### src/hdl/pcf_pkg.sv
// Package for the pixel colour filter: pixel payload structs, filter mode codes
// and the fixed weights and limits of the four filters.
// No dependencies.
package pcf_pkg;

  typedef struct packed {
    logic [7:0] blue_in;
    logic [7:0] green_in;
    logic [7:0] red_in;
  } pcf_pix_in_t;

  typedef struct packed {
    logic [7:0] blue_out;
    logic [7:0] green_out;
    logic [7:0] red_out;
  } pcf_pix_out_t;

  typedef enum logic [1:0] {
    MODE_GRAY  = 2'd0,
    MODE_SEPIA = 2'd1,
    MODE_BOOST = 2'd2,
    MODE_BLUE  = 2'd3
  } pcf_mode_t;

  localparam int SepW = 19;

  localparam logic [SepW-1:0] SEP_RED_R   = 19'd393;
  localparam logic [SepW-1:0] SEP_RED_G   = 19'd769;
  localparam logic [SepW-1:0] SEP_RED_B   = 19'd189;
  localparam logic [SepW-1:0] SEP_GREEN_R = 19'd349;
  localparam logic [SepW-1:0] SEP_GREEN_G = 19'd686;
  localparam logic [SepW-1:0] SEP_GREEN_B = 19'd168;
  localparam logic [SepW-1:0] SEP_BLUE_R  = 19'd272;
  localparam logic [SepW-1:0] SEP_BLUE_G  = 19'd534;
  localparam logic [SepW-1:0] SEP_BLUE_B  = 19'd131;

  // floor(x/1000) = (x * 536871) >> 29, exact for x < 2^19
  localparam logic [19:0] DIV1000_MUL   = 20'd536871;
  localparam int          DIV1000_SHIFT = 29;
  // floor(x/3) = (x * 683) >> 11, exact for x < 2^10
  localparam logic [9:0]  DIV3_MUL      = 10'd683;
  localparam int          DIV3_SHIFT    = 11;

  localparam logic [7:0] BOOST_LIMIT  = 8'd235;
  localparam logic [7:0] BOOST_AMOUNT = 8'd20;
  localparam logic [7:0] BLUE_LIMIT   = 8'd205;
  localparam logic [7:0] BLUE_AMOUNT  = 8'd50;
  localparam logic [7:0] CHAN_MAX     = 8'd255;

endpackage

### src/hdl/pcf_filter.sv
// Combinational pixel filter: grayscale, sepia, dominant channel boost and
// blue boost on one registered pixel. Depends on pcf_pkg.
module pcf_filter
  import pcf_pkg::*;
(
  input  pcf_mode_t    mode,
  input  pcf_pix_in_t  pix_in,
  output pcf_pix_out_t pix_out
);

  function automatic logic [7:0] sep_scale(input logic [SepW-1:0] sum);
    logic [SepW+19:0] prod;
    logic [SepW+19-DIV1000_SHIFT:0] q;
    prod = {20'd0, sum} * {{SepW{1'b0}}, DIV1000_MUL};
    q = prod[SepW+19:DIV1000_SHIFT];
    return (q > {{(SepW+19-DIV1000_SHIFT-7){1'b0}}, CHAN_MAX}) ? CHAN_MAX : q[7:0];
  endfunction

  logic [SepW-1:0] r_w, g_w, b_w;
  logic [SepW-1:0] sep_r_sum, sep_g_sum, sep_b_sum;
  logic [9:0]      gray_sum;
  logic [19:0]     gray_prod;
  logic [7:0]      gray_avg;

  assign r_w = {{(SepW-8){1'b0}}, pix_in.red_in};
  assign g_w = {{(SepW-8){1'b0}}, pix_in.green_in};
  assign b_w = {{(SepW-8){1'b0}}, pix_in.blue_in};

  assign sep_r_sum = SEP_RED_R * r_w + SEP_RED_G * g_w + SEP_RED_B * b_w;
  assign sep_g_sum = SEP_GREEN_R * r_w + SEP_GREEN_G * g_w + SEP_GREEN_B * b_w;
  assign sep_b_sum = SEP_BLUE_R * r_w + SEP_BLUE_G * g_w + SEP_BLUE_B * b_w;

  assign gray_sum  = {2'b00, pix_in.blue_in} + {2'b00, pix_in.green_in}
                   + {2'b00, pix_in.red_in};
  assign gray_prod = {10'd0, gray_sum} * {10'd0, DIV3_MUL};
  assign gray_avg  = gray_prod[DIV3_SHIFT+7:DIV3_SHIFT];

  always_comb begin
    logic [7:0] r, g, b;
    logic       gate;
    r = pix_in.red_in;
    g = pix_in.green_in;
    b = pix_in.blue_in;
    gate = (r <= BOOST_LIMIT) && (b < BOOST_LIMIT) && (g < BOOST_LIMIT);
    pix_out.red_out   = r;
    pix_out.green_out = g;
    pix_out.blue_out  = b;
    case (mode)
      MODE_GRAY: begin
        pix_out.red_out   = gray_avg;
        pix_out.green_out = gray_avg;
        pix_out.blue_out  = gray_avg;
      end
      MODE_SEPIA: begin
        pix_out.red_out   = sep_scale(sep_r_sum);
        pix_out.green_out = sep_scale(sep_g_sum);
        pix_out.blue_out  = sep_scale(sep_b_sum);
      end
      MODE_BOOST: begin
        if (gate && b > r && b > g) pix_out.blue_out  = b + BOOST_AMOUNT;
        if (gate && r > b && r > g) pix_out.red_out   = r + BOOST_AMOUNT;
        if (gate && g > b && g > r) pix_out.green_out = g + BOOST_AMOUNT;
      end
      MODE_BLUE: begin
        pix_out.blue_out = (b < BLUE_LIMIT) ? b + BLUE_AMOUNT : CHAN_MAX;
      end
      default: begin
        pix_out.blue_out = b;
      end
    endcase
  end

endmodule

### src/hdl/pixel_color_filter_core.sv
// Pixel colour filter top level: input register, filter logic, result register.
// Depends on pcf_pkg and pcf_filter.
//
// Usage:
//   Input channel in_valid / in_stall / in_pixel carries one pixel (blue,
//   green, red bytes). Result channel out_valid / out_stall / out_pixel
//   carries the filtered pixel. A transfer takes place on a rising edge with
//   valid high and stall low.
//   cfg_we / cfg_wdata write the two-bit filter mode (0 grayscale, 1 sepia,
//   2 dominant channel boost, 3 blue boost); write only while no pixel is
//   in flight.
//   Path: an accepted pixel is held in the input register, then filtered
//   into the result register, which drives out_valid and out_pixel. Throughput:
//   one pixel per clock while out_stall is low; the filter is a single pass
//   of logic between the input register and the result register.
//   Stall: when out_stall holds a waiting result, the input register keeps
//   its pixel and in_stall rises once it is full; nothing is dropped.
//   Reset (rst_n low, synchronous) empties both registers and sets the mode
//   to grayscale.
module pixel_color_filter_core
  import pcf_pkg::*;
(
  input  logic         clk,
  input  logic         rst_n,
  input  logic         in_valid,
  output logic         in_stall,
  input  pcf_pix_in_t  in_pixel,
  output logic         out_valid,
  input  logic         out_stall,
  output pcf_pix_out_t out_pixel,
  input  logic         cfg_we,
  input  logic [1:0]   cfg_wdata
);

  pcf_mode_t    mode_r;
  logic         s1_valid_r, s1_valid_nxt;
  pcf_pix_in_t  s1_pix_r;
  logic         out_valid_r, out_valid_nxt;
  pcf_pix_out_t out_pixel_r;
  pcf_pix_out_t filt_pix;
  logic         out_adv;
  logic         in_take;

  pcf_filter u_filter (
    .mode    (mode_r),
    .pix_in  (s1_pix_r),
    .pix_out (filt_pix)
  );

  assign out_adv  = !out_valid_r || !out_stall;
  assign in_stall = s1_valid_r && !out_adv;
  assign in_take  = in_valid && !in_stall;

  assign s1_valid_nxt  = in_take || (s1_valid_r && !out_adv);
  assign out_valid_nxt = out_adv ? s1_valid_r : out_valid_r;

  always_ff @(posedge clk) begin
    if (!rst_n) begin
      mode_r      <= MODE_GRAY;
      s1_valid_r  <= 1'b0;
      out_valid_r <= 1'b0;
    end else begin
      if (cfg_we) mode_r <= pcf_mode_t'(cfg_wdata);
      s1_valid_r  <= s1_valid_nxt;
      out_valid_r <= out_valid_nxt;
    end
  end

  always_ff @(posedge clk) begin
    if (in_take) s1_pix_r <= in_pixel;
    if (out_adv && s1_valid_r) out_pixel_r <= filt_pix;
  end

  assign out_valid = out_valid_r;
  assign out_pixel = out_pixel_r;

`ifndef NO_ASSERTIONS
  a_reset_empty: assert property (@(posedge clk)
    !rst_n |=> (!out_valid_r && !s1_valid_r))
    else $error("pipeline not empty after reset");

  a_advance: assert property (@(posedge clk) disable iff (!rst_n)
    (s1_valid_r && out_adv) |=> out_valid_r)
    else $error("registered pixel did not reach the result register");

  a_hold_full: assert property (@(posedge clk) disable iff (!rst_n)
    (s1_valid_r && out_valid_r && out_stall) |=> (s1_valid_r && $stable(s1_pix_r)))
    else $error("input register lost its pixel under stall");

  a_gray_equal: assert property (@(posedge clk) disable iff (!rst_n)
    (s1_valid_r && out_adv && mode_r == MODE_GRAY) |=>
      (out_pixel_r.red_out == out_pixel_r.green_out &&
       out_pixel_r.green_out == out_pixel_r.blue_out))
    else $error("grayscale channels differ");

  a_blue_keeps_rg: assert property (@(posedge clk) disable iff (!rst_n)
    (s1_valid_r && out_adv && mode_r == MODE_BLUE) |=>
      (out_pixel_r.green_out == $past(s1_pix_r.green_in) &&
       out_pixel_r.red_out == $past(s1_pix_r.red_in)))
    else $error("blue boost altered red or green");
`endif

endmodule
### config.mk
export PLATFORM = sky130hd
export DESIGN_NAME = pixel_color_filter_core
export DESIGN_NICKNAME = d
export VERILOG_FILES = /design/src/hdl/pcf_pkg.sv /design/src/hdl/pcf_filter.sv /design/src/hdl/pixel_color_filter_core.sv
export SDC_FILE = /design/constraint.sdc
export NUM_CORES = 1
export LEC_CHECK = 0
export BUFFER_PORTS_ARGS = -buffer_cell sky130_fd_sc_hd__buf_2
export CAP_MARGIN = 20
export CORE_MARGIN = 3
export CORE_UTILIZATION = 40
export CTS_CLUSTER_SIZE = 10
export DETAILED_ROUTE_END_ITERATION = 6
export SYNTH_ARGS = -nofsm -noshare
export SYNTH_HDL_FRONTEND = slang
export SYNTH_SLANG_ARGS = --single-unit
### constraint.sdc
create_clock -name clk -period 16.7 [get_ports clk]
set_input_delay 3.34 -clock clk [delete_from_list [all_inputs] [get_ports clk]]
set_output_delay 3.34 -clock clk [all_outputs]
set_load 0.1 [all_outputs]
# Word-level counts from Yosys, hierarchy flattened
# Index checks and enable logic that the tools add are counted.
totals:
  reg_bits: 52
  input_bits: 31
  out_inout_bits: 26
  elab_cells: 77
op_classes:
  n_addsub: 12
  mul: 13
  n_lt_le_gt_ge: 13
  n_eq_ne: 3
  muxes: 9
  reduce_logical: 18
op_table:
  columns: ["cell", "n"]
  rows:
  - ["multiplier 19 x 20 -> 39 bit (second input constant)", 3]
  - ["adder 19 bit", 6]
  - ["multiplier 9 x 8 -> 17 bit (first input constant)", 4]
  - ["two-way mux 8 bit", 7]
  - ["greater-than comparator 8 bit", 6]
  - ["one-hot mux 16 bit (3 select lines)", 1]
  - ["multiplier 8 x 8 -> 16 bit (first input constant)", 2]
  - ["one-hot mux 8 bit (4 select lines)", 1]
  - ["greater-than comparator 10 x 8 -> 1 bit (second input constant)", 3]
  - ["multiplier 5 x 8 -> 13 bit (first input constant)", 2]
  - ["adder 8 x 5 -> 8 bit (second input constant)", 3]
  - ["less-than comparator 8 bit (second input constant)", 3]
  - ["multiplier 10 x 10 -> 19 bit (second input constant)", 1]
  - ["multiplier 10 x 8 -> 18 bit (first input constant)", 1]
  - ["logical AND 1 bit", 11]
  - ["adder 10 x 8 -> 10 bit", 1]
  - ["adder 8 x 8 -> 9 bit", 1]
  - ["adder 8 x 6 -> 8 bit (second input constant)", 1]
  - ["<= comparator 8 bit (second input constant)", 1]
  - ["== test 2 bit (second input constant)", 2]
  - ["zero test 1 bit", 4]
  - ["== test 2 x 1 -> 1 bit (second input constant)", 1]
  - ["zero test 2 bit", 1]
  - ["logical OR 1 bit", 2]

# Longest topological paths before layout
# Gate-level depths: netlist (run 1).
logic_depth:
  word_depth: 7
  mapped_depth: 48
  mapped_depth_nobuf: 48

# By module
# Synthesis (run 1) repeated with hierarchy kept, for this count alone.
hier_totals:
  cells_unflattened: 3209
  hier_area_um2: 30782.0
by_module_without_submodules:
  columns: ["module", "n_inst", "cells_each", "area_each_um2", "seq_area_each_um2"]
  rows:
  - ["pcf_filter", 1, 3147, 29184.2, 0.0]
  - ["pixel_color_filter_core", 1, 62, 1597.8, 1521.5]

# Worst setup path before layout (run 1)
# OpenSTA, ideal clock, no wires.
synth_timing:
  path_type: "register -> register"
  startpoint: "register s1_pix_r[3] (netlist bit)"
  endpoint: "register out_pixel_r, in the netlist out_pixel[8], data pin"
  setup_ns: 0.269
  arrival_ns: 11.072
  required_time_ns: 16.431
  path_slack_ns: 5.359
  path_stages_with_launch: 42
  n_path_buf: 0
  synth_period_minus_slack_ns: 11.341
  cell_sequence: "edfxtp_1 -> fa_1 -> ha_1 -> inv_1 -> fa_1 -> fa_1 -> inv_1 -> ha_1 -> a21oi_1 -> o21bai_1 -> a21oi_1 -> nor2b_1 -> o21a_1 -> o31a_1 -> o41ai_1 -> xor2_1 -> fa_1 -> inv_1 -> [... 6 more ...] -> inv_1 -> fa_1 -> fa_1 -> fa_1 -> fa_1 -> fa_1 -> fa_1 -> inv_1 -> ha_1 -> a211oi_1 -> o21ai_0 -> a221o_1 -> or4_1 -> or3_1 -> a21oi_2 -> o22ai_1 -> a21oi_1 -> o211ai_1"
synth_rtl:
  columns: ["element", "line_no", "rtl"]
  rows:
  - ["from (decl)", "pixel_color_filter_core.sv:37", "pcf_pix_in_t s1_pix_r;"]
  - ["from (signal assigned)", "pixel_color_filter_core.sv:70", "if (in_take) s1_pix_r <= in_pixel;"]
  - ["to (signal assigned)", "pixel_color_filter_core.sv:71", "if (out_adv && s1_valid_r) out_pixel_r <= filt_pix;"]
  - ["to (decl)", "pixel_color_filter_core.sv:39", "pcf_pix_out_t out_pixel_r;"]

==> results.py, run 1 <==
metrics = {
    "sta": {
        "slew_viol_final": 0,
        "setup_viol": 0,
        "maxSlewHeadroom_pct": 27.30,
        "fin_crit_ns": 13.36,
        "hold_viol_final": 0,
        "rsz0062_at_grt": "no",
        "worstMarginPinSlew_ns": 1.083,
        "period_share_pct": 80.00,
        "finalClockSkew_ns": 0.01941,
        "finalSetupTns_ns": 0,
        "fmax_mhz": 74.85,
    },
    "route": {
        "wire_per_inst_um": 18.26,
        "vias_per_cell": 5.045,
        "ant_nets": 0,
        "drt-total-wl_mm": 79.78,
        "first_pass_iters": 5,
        "drcViolationCount": 0,
        "drtIter0Drc": 1036,
        "vias": 22050,
    },
    "finish": {
        "syn_to_final_growth_pct": 6.348,
        "final_layout_size_suffix_gt1_share_pct": 3.804,
        "final_nets": 4685,
        "fillers": 7615,
        "multi_input_area_sq_mm": 0.02610,
        "regArea_sq_mm": 0.001521,
    },
    "synth": {
        "synth_edf_count": 48,
        "synthFlopType": "edfxtp_1",
        "synth_area_leaders": "ha_1, fa_1, inv_1",
        "yosysWarningCount": 0,
        "yosys-top-cells-count": "ha_1, inv_1, fa_1, a21oi_1, nor2_1",
        "yosys.area.top_type": "ha_1",
        "syn_area_per_cell_sq_um": 9.452,
        "synth_cell_types": 71,
        "yosysSeqAreaShare_pct": 4.948,
        "synth.most_common_cell": "ha_1",
        "postSynthCellCount": 3253,
        "synth_area_sq_mm": 0.03075,
        "synth-seq-cells": 52,
        "synth.top_cell.area_share_pct": 37.52,
        "synth_nets": 4600,
        "async_flop_share_pct": 0,
    },
    "cts": {
        "cts_hold_buf": 0,
        "cts_resized": 0,
        "cts_tree": "yes",
        "htreeDepth": 2,
        "clk_latency_ns": 0.33,
        "clkSinkCount": 52,
        "cts_root_buffer": "clkbuf_16",
        "cts_setup_buffers": 0,
        "cts_buffers": 5,
        "clk_path_buf_depth": 2,
        "cts.clk_slew.worst_paths_ns": 0.08,
    },
    "die": {
        "num_rows": 101,
        "die_height_um": 283.3,
        "core-area_sq_mm": 0.07608,
        "die_w_um": 283.3,
        "ioPinCount": 57,
        "start_util_pct": 40.42,
        "die_area_sq_mm": 0.08023,
    },
    "setup_path": {
        "worst-path-buf-inv": 8,
        "crit_top_cell": "fa_1",
        "timing.rr.end": "out_pixel[12]$_DFFE_PP_",
        "crit_slowest_cell": "edfxtp_1",
        "crit_path_start_kind": "register",
        "r2r_start": "s1_pix_r[4]$_DFFE_PP_",
        "cpPeakStageDelay_ns": 0.94,
        "crit_path_max_fanout": 14,
        "crit_path_start": "s1_pix_r[4]$_DFFE_PP_",
        "critPathRequiredTime_ns": 16.80,
        "crit_path_end_kind": "register",
        "r2r_cells": 43,
        "crit_family": "adder cells",
        "regToRegSetupSlack_ns": 3.34,
        "cp.arrival_ns": 13.46,
        "worst-setup-path-type": "register to register",
    },
    "global_route": {
        "overflow": 0,
        "grt_pass1_vias": 23170,
        "grt_max_degree": 37,
        "gr-usage-all-layers_pct": 20.30,
        "grt_pass1_wl_mm": 128.5,
        "antenna_found_initial": 2,
    },
    "hold_path": {
        "min_to": "out_valid$_SDFFE_PN0N_",
        "hp-class": "register to register",
        "hold_start": "s1_valid_r$_SDFF_PN0_",
        "min_path_cells": 2,
    },
    "outcome": {
        "status": "completed",
    },
    "place": {
        "dp_hpwl_mm": 70.15,
        "place.port_buffers": 56,
        "place_congestion": 0.9293,
    },
    "run": {
        "drv_cap": 0,
    },
}
per-stage QoR:
step                      setup slack [ns]  util [%]  instance area, sq um  hold WS, ns  cells
after global placement               3.269     42.76                 32530       0.4852   4359
after floorplan                      5.359         -                 30750       0.4657   3253
after CTS                            3.239     42.96                 32680       0.5131   4367
final                                3.340     42.98                 32700       0.5195   4370
after global routing                 2.528     42.98                 32700       0.5467   4369
after detailed placement             3.283     42.76                 32530       0.4932   4359
area by class of cell:
class                   count  share of cell area (%)
clock inverters             3                 0.08035
diodes                      1                0.007653
inverters                 821                   9.424
clock buffers               5                  0.3826
repair buffers             92                   1.684
well taps                1030                   3.941
multi-input cells        2366                   79.83
flip-flops and latches     52                   4.653
per-layer routing:
layer	GRT usage (%)	vias up	part of all wire [%]
li1	-	10910	-
met3	3.178	108	5.2
met2	32.92	496	45
met1	28.05	10530	47
met4	5.701	0	3.3
met5	0	-	0
cell usage in the layout (no fill, tap or decap), drive strengths merged, types with 7 or more instances in the layout:
cell / n
ha: 922
inv: 821
fa: 394
a21oi: 153
nor2: 112
xnor2: 107
buf: 92
nand2: 73
o21ai: 70
a21o: 67
xor2: 56
edfxtp: 48
nor3: 38
nand3: 35
o21a: 32
nor2b: 31
o21bai: 27
a211oi: 23
o211ai: 22
nand4: 16
nand2b: 13
or3: 13
or2: 13
a31oi: 13
and3: 12
o31a: 10
a211o: 8
a21boi: 8
or4: 7
o22ai: 7
how the worst max path moves through the flow:
stage | cells after the start | endpoint | slack [ns]
6_report | 43 | out_pixel[12]$_DFFE_PP_ | 3.34
3_3_place_gp | 43 | out_pixel[12]$_DFFE_PP_ | 3.27
3_5_place_dp | 44 | out_pixel[12]$_DFFE_PP_ | 3.28
4_1_cts | 44 | out_pixel[12]$_DFFE_PP_ | 3.24
5_1_grt | 44 | out_pixel[12]$_DFFE_PP_ | 2.53
2_1_floorplan | 41 | out_pixel[8]$_DFFE_PP_ | 5.36
sequential cells by signal (all words and copies together) (netlist names):
| register | cells |
|---|---|
| out_pixel | 24 |
| s1_pix_r | 24 |
| mode_r | 2 |
| out_valid | 1 |
| s1_valid_r | 1 |
worst register-to-register path: cells and delay by family, from the launching register on:
kind,cells,cell delay (ns)
buffers and inverters,8,0.87
XOR/XNOR,3,1.16
adder cells (fa/ha/maj),14,6.30
flip-flops,1,0.94
AO/OA/AOI/OAI,12,2.61
AND/OR/NAND/NOR,6,1.24
cells by family after synthesis:
logic type | synth area share, %
mux | 0.1994
fa+ha+maj | 63.17
simple gates | 6.153
xor+xnor | 4.716
compound gates | 10.62
buf+inv | 10.19
flops | 4.948
Power of run 1 is not shown: default switching activity piles up to over one toggle a cycle in this logic, so the estimate is an artifact.
==> run 2: changes to the inputs <==
==> constraint.sdc (replaced) <==
create_clock -name clk -period 12.4 [get_ports clk]
set_input_delay 2.48 -clock clk [delete_from_list [all_inputs] [get_ports clk]]
set_output_delay 2.48 -clock clk [all_outputs]
set_load 0.1 [all_outputs]
==> results.py, run 2 (synthesis results as in run 1) <==
metrics = {
    "outcome": {
        "status": "completed",
    },
    "setup_path": {
        "crit_slowest_cell": "edfxtp_1",
        "crit_path_max_fanout": 7,
        "worst-setup-path-type": "register to register",
        "cp.arrival_ns": 11.96,
        "critPathRequiredTime_ns": 12.44,
        "crit_path_start_kind": "register",
        "cpPeakStageDelay_ns": 0.68,
        "crit_path_end_kind": "register",
        "crit_top_cell": "fa_1",
    },
    "route": {
        "vias_per_cell": 5.060,
        "vias": 22370,
        "drtIter0Drc": 1236,
        "wire_per_inst_um": 18.22,
        "drcViolationCount": 0,
        "ant_nets": 0,
        "first_pass_iters": 5,
        "drt-total-wl_mm": 80.52,
    },
    "cts": {
        "cts_buffers": 5,
        "cts_tree": "yes",
        "htreeDepth": 2,
        "clk_latency_ns": 0.33,
        "cts_root_buffer": "clkbuf_16",
        "clkSinkCount": 52,
        "clk_path_buf_depth": 2,
        "cts.clk_slew.worst_paths_ns": 0.09,
    },
    "sta": {
        "fin_crit_ns": 11.92,
        "worstMarginPinSlew_ns": 1.068,
        "setup_viol": 0,
        "period_share_pct": 96.15,
        "finalSetupTns_ns": 0,
        "finalClockSkew_ns": 0.005565,
        "fmax_mhz": 83.88,
        "hold_viol_final": 0,
        "slew_viol_final": 0,
        "maxSlewHeadroom_pct": 28.26,
        "setup_slack_ns": 0.4779,
        "rsz0062_at_grt": "yes",
    },
    "finish": {
        "layout_commonest_cell": "ha_1",
        "fillers": 7504,
        "final_area_sq_mm": 0.03320,
        "utilization_pct": 43.64,
        "final_cell_mix": "ha_1, inv_1, fa_1, a21oi_1, nor2_1",
        "syn_to_final_growth_pct": 7.963,
        "final_layout_size_suffix_gt1_share_pct": 5.903,
        "final_nets": 4734,
    },
    "global_route": {
        "grt_max_degree": 37,
        "grt_pass1_vias": 23510,
        "antenna_found_initial": 5,
        "overflow": 0,
        "gr-usage-all-layers_pct": 20.48,
        "grt_pass1_wl_mm": 129.3,
    },
    "place": {
        "place_area_sq_mm": 0.03273,
        "place_congestion": 0.9503,
        "place.port_buffers": 56,
        "place_ws_ns": 0.08871,
        "dp_hpwl_mm": 71.50,
    },
    "die": {
        "die_w_um": 283.3,
        "start_util_pct": 40.42,
        "num_rows": 101,
        "die_height_um": 283.3,
        "die_area_sq_mm": 0.08023,
        "core-area_sq_mm": 0.07608,
        "ioPinCount": 57,
    },
    "hold_path": {
        "hp-class": "register to register",
    },
    "run": {
        "drv_cap": 0,
    },
}
[run 2: cell types whose count changed in the layout (fill, tap and decap cells not counted), moves of 3 or more]
cell | before | now
o21ai_1 | 3 | 6
buf_4 | 36 | 84
inv_1 | 820 | 817
a21oi_1 | 152 | 145
a21oi_2 | 1 | 8
a2111oi_0 | 4 | 1
o21ai_0 | 67 | 64
ha_1 | 922 | 918
ha_2 | 0 | 4
[run 2: final timing paths]
check / startpoint / endpoint / slack (ns) / cells after the start
worst max-delay path: s1_pix_r[23]$_DFFE_PP_ / out_pixel[4]$_DFFE_PP_ / 0.48 / 42
worst min-delay path: s1_valid_r$_SDFF_PN0_ / out_valid$_SDFFE_PN0N_ / 0.51 / 2
worst max register to register: s1_pix_r[23]$_DFFE_PP_ / out_pixel[4]$_DFFE_PP_ / 0.48 / 42
worst min register to register: s1_valid_r$_SDFF_PN0_ / out_valid$_SDFFE_PN0N_ / 0.51 / 2
[run 2: what timing repair did]
| item | 4_1_cts | 5_1_grt |
|---|---|---|
| setup endpoints to repair | 0 | 24 |
| setup buffers | 0 | 23 |
| hold buffers | 0 | 0 |
| gates resized for setup | 0 | 35 |
[run 2: cell type report]
| type | count | area, sq um | area share [%] |
|---|---|---|---|
| antenna | 2 | 5.005 | 0.01508 |
| timing repair buffer | 141 | 922.1 | 2.778 |
| inverter | 821 | 3089 | 9.306 |
| multi-input combinational | 2366 | 26220 | 78.99 |
| clock buffer | 5 | 125.1 | 0.3769 |
| clock inverter | 3 | 22.52 | 0.06784 |
| sequential | 52 | 1521 | 4.583 |
| tap | 1030 | 1289 | 3.882 |
[run 2: per-stage QoR]
step	hold slack (ns)	std cells
after global placement	0.4863	4386
after CTS	0.5115	4394
final	0.5114	4420
after detailed placement	0.4944	4386
after floorplan	0.4657	3253
after global routing	0.5406	4419
[run 2: worst max-delay path, delay by kind of cell, from the launching register on]
kind,cells,cell delay (ns)
adder cells (fa/ha/maj),14,5.88
AO/OA/AOI/OAI,14,3.06
AND/OR/NAND/NOR,5,1.04
flip-flops,1,0.68
buffers and inverters,7,0.57
XOR/XNOR,2,0.39
[run 2: layer usage]
| metal | share of wire, % | vias up | GRT usage (%) | routed length, um |
|---|---|---|---|---|
| met5 | 0.029 | - | 0 | 23 |
| met4 | 3.5 | 4 | 6.321 | 2816 |
| li1 | - | 11010 | - | - |
| met3 | 4.9 | 103 | 2.277 | 3923 |
| met2 | 46 | 486 | 33.84 | 36660 |
| met1 | 46 | 10760 | 28.18 | 37100 |
Power of run 2 is left out for the same reason.
